--- config.mk ---
export PLATFORM = sky130hd
export DESIGN_NAME = least_loaded_member_picker
export DESIGN_NICKNAME = d
export VERILOG_FILES = /design/src/rtl/llmp_pkg.sv /design/src/rtl/llmp_count_mem.sv /design/src/rtl/llmp_step_unit.sv /design/src/rtl/least_loaded_member_picker.sv
export VERILOG_INCLUDE_DIRS = /design/src /design/src/rtl
export SDC_FILE = /design/constraint.sdc
export NUM_CORES = 1
export LEC_CHECK = 0
export BUFFER_PORTS_ARGS = -buffer_cell sky130_fd_sc_hd__buf_2
export CAP_MARGIN = 40
export CORE_MARGIN = 3
export CORE_UTILIZATION = 45
export DETAILED_ROUTE_END_ITERATION = 12
export PLACE_DENSITY = 0.6
export SYNTH_ARGS = -nofsm -noshare
export SYNTH_HDL_FRONTEND = slang
export SYNTH_SLANG_ARGS = --single-unit
--- constraint.sdc ---
create_clock -name clock -period 4.1 [get_ports clock]
set_input_delay 1.025 -clock clock [delete_from_list [all_inputs] [get_ports clock]]
set_output_delay 1.025 -clock clock [all_outputs]
set_load 0.05 [all_outputs]
--- src/rtl/assert_macros.svh ---
// ----------------------------------------------------------------------------
// Assertion macros
// Concurrent assertion wrappers for the member picker; they compile away
// when SYNTHESIS is defined.
// ----------------------------------------------------------------------------
`ifndef ASSERT_MACROS_SVH
`define ASSERT_MACROS_SVH
`ifndef SYNTHESIS
`define LLMP_ASSERT(lbl, clk, rst, prop) \
   lbl: assert property (@(posedge clk) disable iff (rst) prop) \
      else $error("llmp assertion failed");
`define LLMP_ASSERT_NEVER(lbl, clk, rst, expr) \
   lbl: assert property (@(posedge clk) disable iff (rst) !(expr)) \
      else $error("llmp forbidden condition seen");
`else
`define LLMP_ASSERT(lbl, clk, rst, prop)
`define LLMP_ASSERT_NEVER(lbl, clk, rst, expr)
`endif
`endif

--- src/rtl/llmp_pkg.sv ---
// ----------------------------------------------------------------------------
// llmp_pkg
// Shared types and codes of the least-loaded member picker.
// ----------------------------------------------------------------------------
package llmp_pkg;

   localparam int LOAD_W    = 16;  // width of the reported load
   localparam int IDX_OUT_W = 4;   // width of member indexes on the ports
   localparam int MASK_W    = 16;  // members that own mask bits
   localparam int MCOUNT_W  = 5;   // member count register
   localparam int CSR_W     = 16;  // configuration write data

   typedef enum logic [1:0] {
      CSR_MEMBER_COUNT = 2'd0,
      CSR_BLOCKED_MASK = 2'd1,
      CSR_USABLE_MASK  = 2'd2,
      CSR_SINGLE_REG   = 2'd3
   } csr_index_type;

   typedef enum logic {
      KIND_GET = 1'b0,
      KIND_PUT = 1'b1
   } kind_type;

   typedef enum logic [2:0] {
      ST_GRANTED = 3'd0,
      ST_SINGLE  = 3'd1,
      ST_NONE    = 3'd2,
      ST_PUT_OK  = 3'd3,
      ST_PUT_REJ = 3'd4
   } status_type;

   typedef enum logic [2:0] {
      FSM_IDLE   = 3'd0,
      FSM_SCAN   = 3'd1,
      FSM_PREAD  = 3'd2,
      FSM_PLOAD  = 3'd3,
      FSM_UPDATE = 3'd4
   } fsm_type;

   typedef enum logic [1:0] {
      OP_CMP = 2'd0,
      OP_INC = 2'd1,
      OP_DEC = 2'd2
   } step_op_type;

   typedef struct packed {
      kind_type               kind;
      logic [IDX_OUT_W-1:0]   member_index;
   } req_type;

   typedef struct packed {
      status_type             status;
      logic [IDX_OUT_W-1:0]   granted_index;
      logic [LOAD_W-1:0]      member_load;
      logic                   count_underflow;
   } rsp_type;

endpackage

--- src/rtl/llmp_count_mem.sv ---
// ----------------------------------------------------------------------------
// llmp_count_mem
// Use count store: one write port, one registered read port. Per-entry
// valid bits make never-written entries read as zero after reset.
// ----------------------------------------------------------------------------
module llmp_count_mem
   import llmp_pkg::*;
#(
   parameter int DEPTH = 16,
   parameter int WIDTH = 16,
   parameter int AW    = 4
) (
   input  logic             clock,
   input  logic             reset,
   input  logic             rd_en,
   input  logic [AW-1:0]    rd_addr,
   output logic [WIDTH-1:0] rd_data,
   input  logic             wr_en,
   input  logic [AW-1:0]    wr_addr,
   input  logic [WIDTH-1:0] wr_data
);

   logic [WIDTH-1:0] mem_ff [DEPTH];
   logic             valid_ff [DEPTH];
   logic [WIDTH-1:0] rd_data_ff;
   logic             rd_vld_ff;

   always_ff @(posedge clock) begin
      if (wr_en) begin
         mem_ff[wr_addr] <= wr_data;
      end
      if (rd_en) begin
         rd_data_ff <= mem_ff[rd_addr];
      end
   end

   always_ff @(posedge clock) begin
      if (reset) begin
         for (int i = 0; i < DEPTH; i++) begin
            valid_ff[i] <= 1'b0;
         end
         rd_vld_ff <= 1'b0;
      end else begin
         if (wr_en) begin
            valid_ff[wr_addr] <= 1'b1;
         end
         if (rd_en) begin
            rd_vld_ff <= valid_ff[rd_addr];
         end
      end
   end

   // unwritten entries read as zero through their cleared valid bit
   assign rd_data = rd_vld_ff ? rd_data_ff : '0;

endmodule

--- src/rtl/llmp_step_unit.sv ---
// ----------------------------------------------------------------------------
// llmp_step_unit
// Shared adder: compares two counts during the scan, then increments
// (saturating) or decrements the chosen count.
// ----------------------------------------------------------------------------
module llmp_step_unit
   import llmp_pkg::*;
#(
   parameter int WIDTH = 16
) (
   input  step_op_type      op,
   input  logic [WIDTH-1:0] a,
   input  logic [WIDTH-1:0] b,
   output logic [WIDTH-1:0] y,
   output logic             less
);

   logic [WIDTH-1:0] b_x;
   logic [WIDTH:0]   sum;

   always_comb begin
      case (op)
         OP_CMP:  b_x = ~b;
         OP_INC:  b_x = '0;
         OP_DEC:  b_x = ~WIDTH'(1);
         default: b_x = '0;
      endcase
      // carry in is always one: a - b, a + 1 or a - 1
      sum  = {1'b0, a} + {1'b0, b_x} + (WIDTH+1)'(1);
      less = (op == OP_CMP) && !sum[WIDTH];
      y    = ((op == OP_INC) && sum[WIDTH]) ? '1 : sum[WIDTH-1:0];
   end

endmodule

--- src/rtl/least_loaded_member_picker.sv ---
// ----------------------------------------------------------------------------
// least_loaded_member_picker
// Least-connections member selection with per-member use counts.
// ----------------------------------------------------------------------------
// Usage: a req word asks for a member (get) or hands one back (put); each
// req word yields exactly one rsp word. csr words set the member count,
// blocked and usable masks and the single fallback flag; csr_ready is always
// high and writes belong to idle periods only.
// A get walks the configured members through one count memory read port, one
// member per cycle, and a single shared adder compares each count with the
// best so far, then bumps the winner in the update step, where the rsp
// word is also registered. A put to a pool member reads its count first,
// and a get on an empty pool or a put outside the pool goes straight to
// the update step. One word is in flight at a time.
// Reset clears the configuration, sequencer and scan registers and the
// count valid bits at once, so every count reads zero; no sweep is needed.
// When the receiver stalls, the rsp word holds in its output register and
// the sequencer waits in its update step before writing the counts.
// ----------------------------------------------------------------------------
`include "assert_macros.svh"

module least_loaded_member_picker
   import llmp_pkg::*;
#(
   parameter int MAX_MEMBERS = 16,
   parameter int COUNT_WIDTH = 16
) (
   input  logic                 clock,
   input  logic                 reset,
   // request channel
   input  logic                 req_valid,
   output logic                 req_ready,
   input  req_type              req_data,
   // response channel
   output logic                 rsp_valid,
   input  logic                 rsp_ready,
   output rsp_type              rsp_data,
   // configuration channel
   input  logic                 csr_valid,
   output logic                 csr_ready,
   input  csr_index_type        csr_index,
   input  logic [CSR_W-1:0]     csr_data
);

   localparam int IDX_W = (MAX_MEMBERS > 1) ? $clog2(MAX_MEMBERS) : 1;

   // configuration registers
   logic [MCOUNT_W-1:0]    member_count_ff;
   logic [MASK_W-1:0]      blocked_ff;
   logic [MASK_W-1:0]      usable_ff;
   logic                   single_ff;

   // sequencer and scan state
   fsm_type                state_ff, state_in;
   req_type                req_ff;
   logic [MCOUNT_W-1:0]    scan_ff;
   logic                   look_ff;
   logic [MCOUNT_W-1:0]    look_idx_ff;
   logic                   found_ff;
   logic [MCOUNT_W-1:0]    best_ff;
   logic [COUNT_WIDTH-1:0] best_cnt_ff;
   logic                   rsp_valid_ff;
   rsp_type                rsp_ff;

   // datapath nets
   logic [MCOUNT_W-1:0]    n_eff;
   logic                   req_in_pool;
   logic                   look_elig;
   logic                   rsp_free;
   logic                   req_take;
   logic                   mem_rd_en;
   logic [IDX_W-1:0]       mem_rd_addr;
   logic [COUNT_WIDTH-1:0] mem_rd_data;
   logic                   mem_wr_en;
   step_op_type            step_op;
   logic [COUNT_WIDTH-1:0] step_a;
   logic [COUNT_WIDTH-1:0] step_y;
   logic                   step_less;
   logic                   rsp_load;
   rsp_type                rsp_new;

   // counts above the pool size act as the pool size
   assign n_eff = (32'(member_count_ff) > 32'(MAX_MEMBERS)) ?
                  MCOUNT_W'(MAX_MEMBERS) : member_count_ff;

   assign req_in_pool = ({1'b0, req_data.member_index} < n_eff) &&
                        usable_ff[req_data.member_index];

   // only members with mask bits can ever be picked
   assign look_elig = (look_idx_ff < MCOUNT_W'(MASK_W)) &&
                      !blocked_ff[look_idx_ff[IDX_OUT_W-1:0]] &&
                      usable_ff[look_idx_ff[IDX_OUT_W-1:0]];

   assign rsp_free  = !rsp_valid_ff || rsp_ready;
   assign req_ready = (state_ff == FSM_IDLE);
   assign req_take  = req_valid && req_ready;
   assign csr_ready = 1'b1;
   assign rsp_valid = rsp_valid_ff;
   assign rsp_data  = rsp_ff;

   // ------------------------------------------------------------------
   // configuration writes
   // ------------------------------------------------------------------
   always_ff @(posedge clock) begin
      if (reset) begin
         member_count_ff <= '0;
         blocked_ff      <= '0;
         usable_ff       <= '0;
         single_ff       <= 1'b0;
      end else if (csr_valid && csr_ready) begin
         unique case (csr_index)
            CSR_MEMBER_COUNT: member_count_ff <= csr_data[MCOUNT_W-1:0];
            CSR_BLOCKED_MASK: blocked_ff      <= csr_data[MASK_W-1:0];
            CSR_USABLE_MASK:  usable_ff       <= csr_data[MASK_W-1:0];
            CSR_SINGLE_REG:   single_ff       <= csr_data[0];
            default:          single_ff       <= single_ff;
         endcase
      end
   end

   // ------------------------------------------------------------------
   // sequencer: next state
   // ------------------------------------------------------------------
   always_comb begin
      state_in = state_ff;
      unique case (state_ff)
         FSM_IDLE: begin
            if (req_take) begin
               if (req_data.kind == KIND_GET) begin
                  state_in = (n_eff == '0) ? FSM_UPDATE : FSM_SCAN;
               end else begin
                  state_in = req_in_pool ? FSM_PREAD : FSM_UPDATE;
               end
            end
         end
         FSM_SCAN: begin
            // all reads issued and the last one judged
            if ((scan_ff >= n_eff) && !look_ff) begin
               state_in = FSM_UPDATE;
            end
         end
         FSM_PREAD:  state_in = FSM_PLOAD;
         FSM_PLOAD:  state_in = FSM_UPDATE;
         FSM_UPDATE: begin
            if (rsp_free) begin
               state_in = FSM_IDLE;
            end
         end
         default:    state_in = FSM_IDLE;
      endcase
   end

   always_ff @(posedge clock) begin
      if (reset) begin
         state_ff <= FSM_IDLE;
      end else begin
         state_ff <= state_in;
      end
   end

   // ------------------------------------------------------------------
   // sequencer: outputs to memory, shared adder and response register
   // ------------------------------------------------------------------
   always_comb begin
      mem_rd_en   = 1'b0;
      mem_rd_addr = IDX_W'(scan_ff);
      mem_wr_en   = 1'b0;
      step_op     = OP_CMP;
      step_a      = mem_rd_data;
      rsp_load    = 1'b0;
      rsp_new     = '{status: ST_NONE, granted_index: '0, member_load: '0,
                      count_underflow: 1'b0};
      unique case (state_ff)
         FSM_SCAN: begin
            mem_rd_en = (scan_ff < n_eff);
         end
         FSM_PREAD: begin
            mem_rd_en   = 1'b1;
            mem_rd_addr = IDX_W'(best_ff);
         end
         FSM_UPDATE: begin
            step_a   = best_cnt_ff;
            step_op  = (req_ff.kind == KIND_GET) ? OP_INC : OP_DEC;
            rsp_load = rsp_free;
            if (req_ff.kind == KIND_GET) begin
               if (n_eff == '0) begin
                  rsp_new.status = single_ff ? ST_SINGLE : ST_NONE;
               end else if (found_ff) begin
                  mem_wr_en             = rsp_free;
                  rsp_new.status        = ST_GRANTED;
                  rsp_new.granted_index = best_ff[IDX_OUT_W-1:0];
                  rsp_new.member_load   = LOAD_W'(step_y);
               end
            end else begin
               rsp_new.granted_index = req_ff.member_index;
               if (!found_ff) begin
                  rsp_new.status = ST_PUT_REJ;
               end else if (best_cnt_ff == '0) begin
                  rsp_new.status          = ST_PUT_REJ;
                  rsp_new.count_underflow = 1'b1;
               end else begin
                  mem_wr_en           = rsp_free;
                  rsp_new.status      = ST_PUT_OK;
                  rsp_new.member_load = LOAD_W'(step_y);
               end
            end
         end
         default: begin
            mem_rd_en = 1'b0;
         end
      endcase
   end

   // ------------------------------------------------------------------
   // scan datapath
   // ------------------------------------------------------------------
   always_ff @(posedge clock) begin
      if (reset) begin
         req_ff      <= '0;
         scan_ff     <= '0;
         look_ff     <= 1'b0;
         look_idx_ff <= '0;
         found_ff    <= 1'b0;
         best_ff     <= '0;
         best_cnt_ff <= '0;
      end else begin
         unique case (state_ff)
            FSM_IDLE: begin
               if (req_take) begin
                  req_ff      <= req_data;
                  scan_ff     <= '0;
                  look_ff     <= 1'b0;
                  best_cnt_ff <= '0;
                  // a put marks its member found only when it is in the pool
                  found_ff    <= (req_data.kind == KIND_PUT) && req_in_pool;
                  best_ff     <= (req_data.kind == KIND_PUT) ?
                                 {1'b0, req_data.member_index} : '0;
               end
            end
            FSM_SCAN: begin
               // judge the word read last cycle; ties keep the lower index
               if (look_ff && look_elig && (!found_ff || step_less)) begin
                  best_ff     <= look_idx_ff;
                  best_cnt_ff <= mem_rd_data;
                  found_ff    <= 1'b1;
               end
               look_ff     <= mem_rd_en;
               look_idx_ff <= scan_ff;
               if (mem_rd_en) begin
                  scan_ff <= scan_ff + MCOUNT_W'(1);
               end
            end
            FSM_PLOAD: begin
               best_cnt_ff <= mem_rd_data;
            end
            default: begin
               look_ff <= 1'b0;
            end
         endcase
      end
   end

   // ------------------------------------------------------------------
   // response register: hold while the receiver stalls
   // ------------------------------------------------------------------
   always_ff @(posedge clock) begin
      if (reset) begin
         rsp_valid_ff <= 1'b0;
      end else if (rsp_load) begin
         rsp_valid_ff <= 1'b1;
      end else if (rsp_ready) begin
         rsp_valid_ff <= 1'b0;
      end
   end

   always_ff @(posedge clock) begin
      if (rsp_load) begin
         rsp_ff <= rsp_new;
      end
   end

   // ------------------------------------------------------------------
   // use count memory and shared adder
   // ------------------------------------------------------------------
   llmp_count_mem #(
      .DEPTH (MAX_MEMBERS),
      .WIDTH (COUNT_WIDTH),
      .AW    (IDX_W)
   ) u_count_mem (
      .clock   (clock),
      .reset   (reset),
      .rd_en   (mem_rd_en),
      .rd_addr (mem_rd_addr),
      .rd_data (mem_rd_data),
      .wr_en   (mem_wr_en),
      .wr_addr (IDX_W'(best_ff)),
      .wr_data (step_y)
   );

   llmp_step_unit #(
      .WIDTH (COUNT_WIDTH)
   ) u_step_unit (
      .op   (step_op),
      .a    (step_a),
      .b    (best_cnt_ff),
      .y    (step_y),
      .less (step_less)
   );

   // ------------------------------------------------------------------
   // assertions
   // ------------------------------------------------------------------
   `LLMP_ASSERT(a_write_has_mask, clock, reset, mem_wr_en |-> (best_ff < MCOUNT_W'(MASK_W)))
   `LLMP_ASSERT(a_busy_after_accept, clock, reset, req_take |=> !req_ready)
   `LLMP_ASSERT(a_best_behind_scan, clock, reset, (state_ff == FSM_SCAN && found_ff) |-> (best_ff < scan_ff))
   `LLMP_ASSERT(a_rsp_from_update, clock, reset, $rose(rsp_valid_ff) |-> $past(state_ff == FSM_UPDATE))
   `LLMP_ASSERT_NEVER(a_underflow_rejects, clock, reset, rsp_valid_ff && rsp_ff.count_underflow && (rsp_ff.status != ST_PUT_REJ))

endmodule

==> impl_metrics.env, run 1 <==
export IMPL_outcome="complete, no violations"
export IMPL_nNetsFinal=1409
export IMPL_final_min_clock_period_ns=3.83
export IMPL_synth_compound_area_share_pct=7.93
export IMPL_r2r_end="u_count_mem.mem_ff[1][14]"
export IMPL_avgSynthCellArea_um2=13.4
export IMPL_drive_above_1_share_pct=21.2
export IMPL_final_common_cell="edfxtp_1"
export IMPL_yosysWarnings=0
export IMPL_antenna_found_initial=1
export IMPL_ys_ff_latch=392
export IMPL_fillCellCount=3098
export IMPL_multi_input_area_um2=6050
export IMPL_cts_buffer_depth=3
export IMPL_synth_cell_type_count=67
export IMPL_synth_xor_area_share_pct=0.766
export IMPL_fin_area_um2=19700
export IMPL_die_h_um=201
export IMPL_pwr_share_comb_pct=11.0
export IMPL_tightest_slew_ns=0.849
export IMPL_synth_fp_nets=1335
export IMPL_cp_required_ns=4.38
export IMPL_drt_first_iter_violations=755
export IMPL_synthMuxAreaShare_pct=11.7
export IMPL_layout_common_cells="edfxtp_1 (296), nand2_1 (182), a21oi_1 (103)"
export IMPL_synth_top_flop_cell="edfxtp_1"
export IMPL_arrival_ns=4.11
export IMPL_period_share_pct=93.5
export IMPL_antenna_left=0
export IMPL_power_w=0.00941
export IMPL_numPortBuffers=53
export IMPL_grt_pass1_wl_mm=64.3
export IMPL_synth_seq_area_share_pct=63.1
export IMPL_dr_pass1_iters=6
export IMPL_hold_viol_final=0
export IMPL_powerDensity_nw_per_um2=479
export IMPL_regArea_um2=10800
export IMPL_min_path_type="register to register"
export IMPL_min_from="look_idx_ff[4]"
export IMPL_cts_root_buffer="clkbuf_16"
export IMPL_crit_path_cell_trace="nor2_1, nand2_1, and3_1, a21oi_1, ha_1, inv_1, fa_1, nand3_1, and2_1, o21ai_0, a2111o_1, a31oi_1, xor2_1, nand2_4"
export IMPL_r2r_cells=14
export IMPL_grt_overflow=0
export IMPL_async_reset_ff_share_pct=0
export IMPL_cts_hold_buf=0
export IMPL_start_kind="register"
export IMPL_cts_tree="yes"
export IMPL_postCtsSetupBuffers=0
export IMPL_vias_per_cell=5.68
export IMPL_holdWs_ns=0.450
export IMPL_hold_path_end="look_idx_ff[4]"
export IMPL_core_area_um2=37000
export IMPL_swShare_pct=25.5
export IMPL_rows=70
export IMPL_relSlewSlack_pct=43.3
export IMPL_grt_usage_pct=20.5
export IMPL_ir_worst_vdd_v=0.000559
export IMPL_r2r_slack_ns=0.27
export IMPL_rr_startpoint="state_ff[1]"
export IMPL_setup_violations_final=0
export IMPL_dieArea_um2=40500
export IMPL_maxCapViolations=0
export IMPL_min_path_cells=2
export IMPL_grt_pass1_vias=10613
export IMPL_vias=10747
export IMPL_switchingPower_w=0.00240
export IMPL_die_w_um=201
export IMPL_clkTransAtPathRegs_ns=0.06
export IMPL_routed_wl_mm=41.6
export IMPL_gp_congestion=0.867
export IMPL_area_growth_pct=14.7
export IMPL_drt_wirelength_per_cell_um=22.0
export IMPL_synth_simple_area_share_pct=12.1
export IMPL_postPlaceCellArea_um2=18300
export IMPL_numCtsBuffers=43
export IMPL_clkPwrFrac_pct=39.5
export IMPL_final_max_slew_viol_count=0
export IMPL_p_int_w=0.00702
export IMPL_io_pins=55
export IMPL_syn_inst=1281
export IMPL_drc=0
export IMPL_clock_sinks=392
export IMPL_synth_edff_count=296
export IMPL_synth_top_family_by_area="simple AND/OR/NAND/NOR gates"
export IMPL_fmax_mhz=261
export IMPL_start_util_pct=46.3
export IMPL_crit_path_max_incr_delay_ns=0.45
export IMPL_synth_top_cell_area_share_pct=51.8
export IMPL_synth_area_leader_cell="edfxtp_1"
export IMPL_worstPathMaxFanout=16
export IMPL_synthesis_area_um2=17100
export IMPL_h_tree_depth=2
export IMPL_leakage_nw=6.91
export IMPL_synthTopCellsByArea="edfxtp_1 (52%), dfxtp_1 (11%), mux4_2 (7.6%)"
export IMPL_pwr_share_seq_pct=49.4
export IMPL_cp_end_kind="register"
export IMPL_dpl_hpwl_mm=27.3
export IMPL_path_class="register to register"
export IMPL_rsz0062_at_grt="yes"
export IMPL_fin_skew_ns=0.0206
export IMPL_grt_start_max_net_pins=52
export IMPL_synth_adder_area_share_pct=1.94
export IMPL_clock_latency_ns=0.58
export IMPL_crit_slowest_cell="fa_1"
[cell usage after synthesis (4+ instances only)]
| cell type | count |
|---|---|
| a22o_1 | 4 |
| a211oi_1 | 8 |
| nand3_1 | 44 |
| and2_1 | 22 |
| nor3_1 | 18 |
| edfxtp_1 | 296 |
| o21ai_0 | 8 |
| mux4_1 | 14 |
| a21o_1 | 9 |
| buf_2 | 12 |
| o211ai_1 | 4 |
| xnor2_1 | 5 |
| a31oi_1 | 27 |
| mux2i_1 | 26 |
| inv_1 | 17 |
| buf_4 | 6 |
| and3_1 | 6 |
| nand3b_1 | 4 |
| a211oi_2 | 13 |
| nor2_1 | 80 |
| nand2_1 | 187 |
| nor2b_1 | 12 |
| ha_1 | 25 |
| nand2b_1 | 29 |
| or3b_2 | 5 |
| a21oi_1 | 103 |
| clkbuf_1 | 54 |
| nor4_1 | 6 |
| nor3b_1 | 6 |
| o21ba_2 | 5 |
| mux2_2 | 5 |
| xor2_1 | 10 |
| mux4_2 | 58 |
| nand4_1 | 8 |
| and3b_1 | 4 |
| or3_1 | 5 |
| dfxtp_1 | 96 |
[cell families after synthesis]
family,count (synthesis)
xor+xnor,15
mux,104
fa+ha+maj,26
buf+inv,94
other cells,1
simple gates,442
compound gates,207
flops,392
[power by group through the flow]
stage          logic (W)  clock network, W  registers, W
2_1_floorplan   0.000576                 0       0.00481
3_3_place_gp    0.000988                 0       0.00474
3_5_place_dp     0.00101                 0       0.00474
4_1_cts          0.00102           0.00381       0.00466
5_1_grt          0.00114           0.00396       0.00466
6_report         0.00104           0.00372       0.00465
[worst max path at each step]
stage	startpoint	endpoint	slack, ns
4_1_cts	state_ff[1]	u_count_mem.mem_ff[15][13]	0.003
5_1_grt	state_ff[1]	u_count_mem.mem_ff[1][14]	-0.03
3_3_place_gp	state_ff[1]	u_count_mem.mem_ff[5][15]	0.006
2_1_floorplan	rsp_ready	u_count_mem.mem_ff[1][0]	0.13
3_5_place_dp	state_ff[1]	u_count_mem.mem_ff[4][15]	-0.02
6_report	state_ff[1]	u_count_mem.mem_ff[1][14]	0.27
[metal layers]
metal,track usage [%],part of all wire [%],vias up
met3,3.93,6.0,63
met5,0,0,-
li1,-,-,4967
met1,28.7,44,5439
met2,33.3,47,278
met4,5.68,2.1,0
[registers in the layout (all words and copies together), names as in the netlist]
name	cells
best_cnt_ff	16
best_ff	4
blocked_ff	16
found_ff	1
look_ff	1
look_idx_ff	5
member_count_ff	5
req_ff	5
rsp_data	24
rsp_valid	1
scan_ff	5
single_ff	1
state_ff	3
u_count_mem.mem_ff	256
u_count_mem.rd_data_ff	16
u_count_mem.rd_vld_ff	1
u_count_mem.valid_ff	16
usable_ff	16
[cell type report]
cell class              count  share of cell area (%)
flip-flops and latches    392                    55.0
multi-input cells         795                    30.8
clock buffers              52                    5.69
repair buffers            105                    3.81
well taps                 504                    3.21
clock inverters            24                    1.20
inverters                  18                   0.344
diodes                      1                  0.0127
[worst max-delay path, delay by kind of cell (launching register included)]
| kind | cells | cell delay, ns |
|---|---|---|
| simple gates | 6 | 1.13 |
| flops | 1 | 0.39 |
| xor+xnor | 1 | 0.37 |
| buf+inv | 1 | 0.07 |
| fa+ha+maj | 2 | 0.63 |
| compound gates | 4 | 0.93 |
[through the flow]
| stage | worst slack, ns | std cells | util, % | TNS, ns |
|---|---|---|---|---|
| after floorplan | 0.134 | 1281 | - | 0 |
| after global routing | -0.0261 | 1890 | 53.1 | -0.290 |
| after detailed placement | -0.0220 | 1814 | 49.3 | -0.349 |
| final | 0.266 | 1891 | 53.1 | 0 |
| after CTS | 0.00337 | 1890 | 53.0 | 0 |
| after global placement | 0.00589 | 1810 | 49.2 | 0 |
[timing repair]
item | CTS | global route
pin swaps | 0 | 0
resized for setup | 1 | 10
endpoints found under the setup margin | 16 | 208
endpoints found under the hold margin | 0 | 0
(Power assumes the default switching activity.)
==> run 2, diff against run 1 <==
- BUFFER_PORTS_ARGS: -buffer_cell sky130_fd_sc_hd__buf_2 -> -buffer_cell sky130_fd_sc_hd__clkbuf_2
- RECOVER_POWER: default -> 100
==> run 2 against run 1 <==
  * The run now ends with max-capacitance violations, max-slew violations left
  * Power down 0.56%
  * Utilization down 0.96 points
  * Worst hold slack better by 0.0019 ns
  * Count of clock-buffer cells in the layout rose by 2
  * Non-clock buffer count is 1 lower
  * Critical path type unchanged
  * Largest power group unchanged
  * Highest routed layer unchanged
==> impl_metrics.env, run 2 (synthesis gave the netlist of run 1 again) <==
export IMPL_cts_resized=0
export IMPL_path_class="register to register"
export IMPL_layout_common_cells="edfxtp_1 (296), nand2_1 (182), a21oi_1 (103)"
export IMPL_relSlewSlack_pct=-1.75
export IMPL_drive_above_1_share_pct=15.2
export IMPL_io_pins=55
export IMPL_vias=10760
export IMPL_gp_congestion=0.866
export IMPL_clock_latency_ns=0.56
export IMPL_final_util_pct=52.1
export IMPL_regArea_um2=10800
export IMPL_vias_per_cell=5.70
export IMPL_maxCapViolations=1
export IMPL_postCtsSetupBuffers=0
export IMPL_grt_pass1_wl_mm=65.6
export IMPL_cts_root_buffer="clkbuf_16"
export IMPL_start_kind="register"
export IMPL_fillCellCount=3198
export IMPL_powerDensity_nw_per_um2=485
export IMPL_routed_wl_mm=42.5
export IMPL_h_tree_depth=2
export IMPL_antenna_found_initial=0
export IMPL_cp_required_ns=4.33
export IMPL_crit_path_cell_trace="clkbuf_1, nor3b_2, mux2i_1, clkbuf_4, mux4_2, and2_1, a211oi_1, a31oi_1"
export IMPL_drc=0
export IMPL_hold_viol_final=0
export IMPL_clock_sinks=392
export IMPL_crit_path_max_incr_delay_ns=0.81
export IMPL_fin_area_um2=19300
export IMPL_die_w_um=201
export IMPL_period_share_pct=95.5
export IMPL_fin_tns_setup_ns=0
export IMPL_finalWorstSetupSlack_ns=0.182
export IMPL_start_util_pct=46.3
export IMPL_fin_skew_ns=0.0126
export IMPL_dieArea_um2=40500
export IMPL_numCtsBuffers=42
export IMPL_drt_wirelength_per_cell_um=22.5
export IMPL_cp_end_kind="register"
export IMPL_final_common_cell="edfxtp_1"
export IMPL_cts_hold_buf=0
export IMPL_numPortBuffers=53
export IMPL_dpl_hpwl_mm=27.6
export IMPL_cts_tree="yes"
export IMPL_grt_usage_pct=21.0
export IMPL_largest_reg_flops=256
export IMPL_violations="max-capacitance violations, max-slew violations"
export IMPL_power_w=0.00936
export IMPL_final_min_clock_period_ns=3.92
export IMPL_arrival_ns=4.15
export IMPL_diodes=0
export IMPL_nNetsFinal=1407
export IMPL_leakage_nw=6.65
export IMPL_grt_start_max_net_pins=78
export IMPL_tightest_slew_ns=1.53
export IMPL_postPlaceCellArea_um2=18200
export IMPL_die_h_um=201
export IMPL_ir_worst_vdd_v=0.000372
export IMPL_dr_pass1_iters=6
export IMPL_cts_buffer_depth=3
export IMPL_area_growth_pct=12.6
export IMPL_dp_slack_ns=0.0951
export IMPL_core_area_um2=37000
export IMPL_grt_overflow=0
export IMPL_outcome="complete, but fails checks"
export IMPL_grt_pass1_vias=10567
export IMPL_fmax_mhz=255
export IMPL_largest_register="u_count_mem.mem_ff"
export IMPL_setup_violations_final=0
export IMPL_clkTransAtPathRegs_ns=0.06
export IMPL_antenna_left=0
export IMPL_multi_input_area_um2=5950
export IMPL_drt_first_iter_violations=844
export IMPL_min_path_type="register to register"
export IMPL_final_max_slew_viol_count=78
export IMPL_rows=70
export IMPL_worstPathMaxFanout=28
export IMPL_crit_slowest_cell="nor3b_2"
## run 2: changes by cell type in the layout (fill, tap and decap cells not counted), sizes merged
cell and change:
clkbuf +86, buf -85, clkinv -5, clkinvlp +3
diode -1
## run 2: final timing paths
kind                       from  slack [ns]  depth (start not counted)                   endpoint
hold / removal    blocked_ff[1]        0.45                          2              blocked_ff[1]
setup reg to reg    state_ff[2]        0.18                          8  u_count_mem.rd_data_ff[1]
hold reg to reg   blocked_ff[1]        0.45                          2              blocked_ff[1]
setup / recovery    state_ff[2]        0.18                          8  u_count_mem.rd_data_ff[1]
## run 2: worst max-delay path: cells and delay by family (launching register included)
family                 cells  cell delay [ns]
AOI/OAI and AO/OA          2             0.53
buffers and inverters      2             0.83
and+or+nand+nor            2             0.97
muxes                      2             0.90
DFF                        1             0.32
## run 2: layout make-up
type	count	share of cell area, %
Clock buffer	54	5.94
Clock inverter	22	0.985
Inverter	18	0.350
Multi-Input combinational cell	795	30.8
Sequential cell	392	56.0
Tap cell	504	3.27
Timing Repair Buffer	104	2.68
## run 2: layer usage
layer | up-vias | track usage [%] | wire (um)
met5 | - | 0 | 0
met4 | 0 | 5.26 | 743
met3 | 48 | 3.03 | 2380
met2 | 300 | 34.0 | 20200
met1 | 5440 | 30.1 | 19200
li1 | 4972 | - | -
## run 2: where the power goes
group	leakage, nW	internal (W)	total [W]	switching [W]
clock network	0.653	0.00217	0.00370	0.00153
logic	2.58	0.000224	0.00101	0.000788
registers	3.42	0.00462	0.00465	0.0000302
total	6.65	0.00701	0.00936	0.00235
## run 2: stage by stage
step,hold slack [ns],cells
floorplan,0.431,1281
global placement,0.439,1812
detailed placement,0.446,1813
CTS,0.452,1889
global route,0.477,1889
finish,0.452,1889
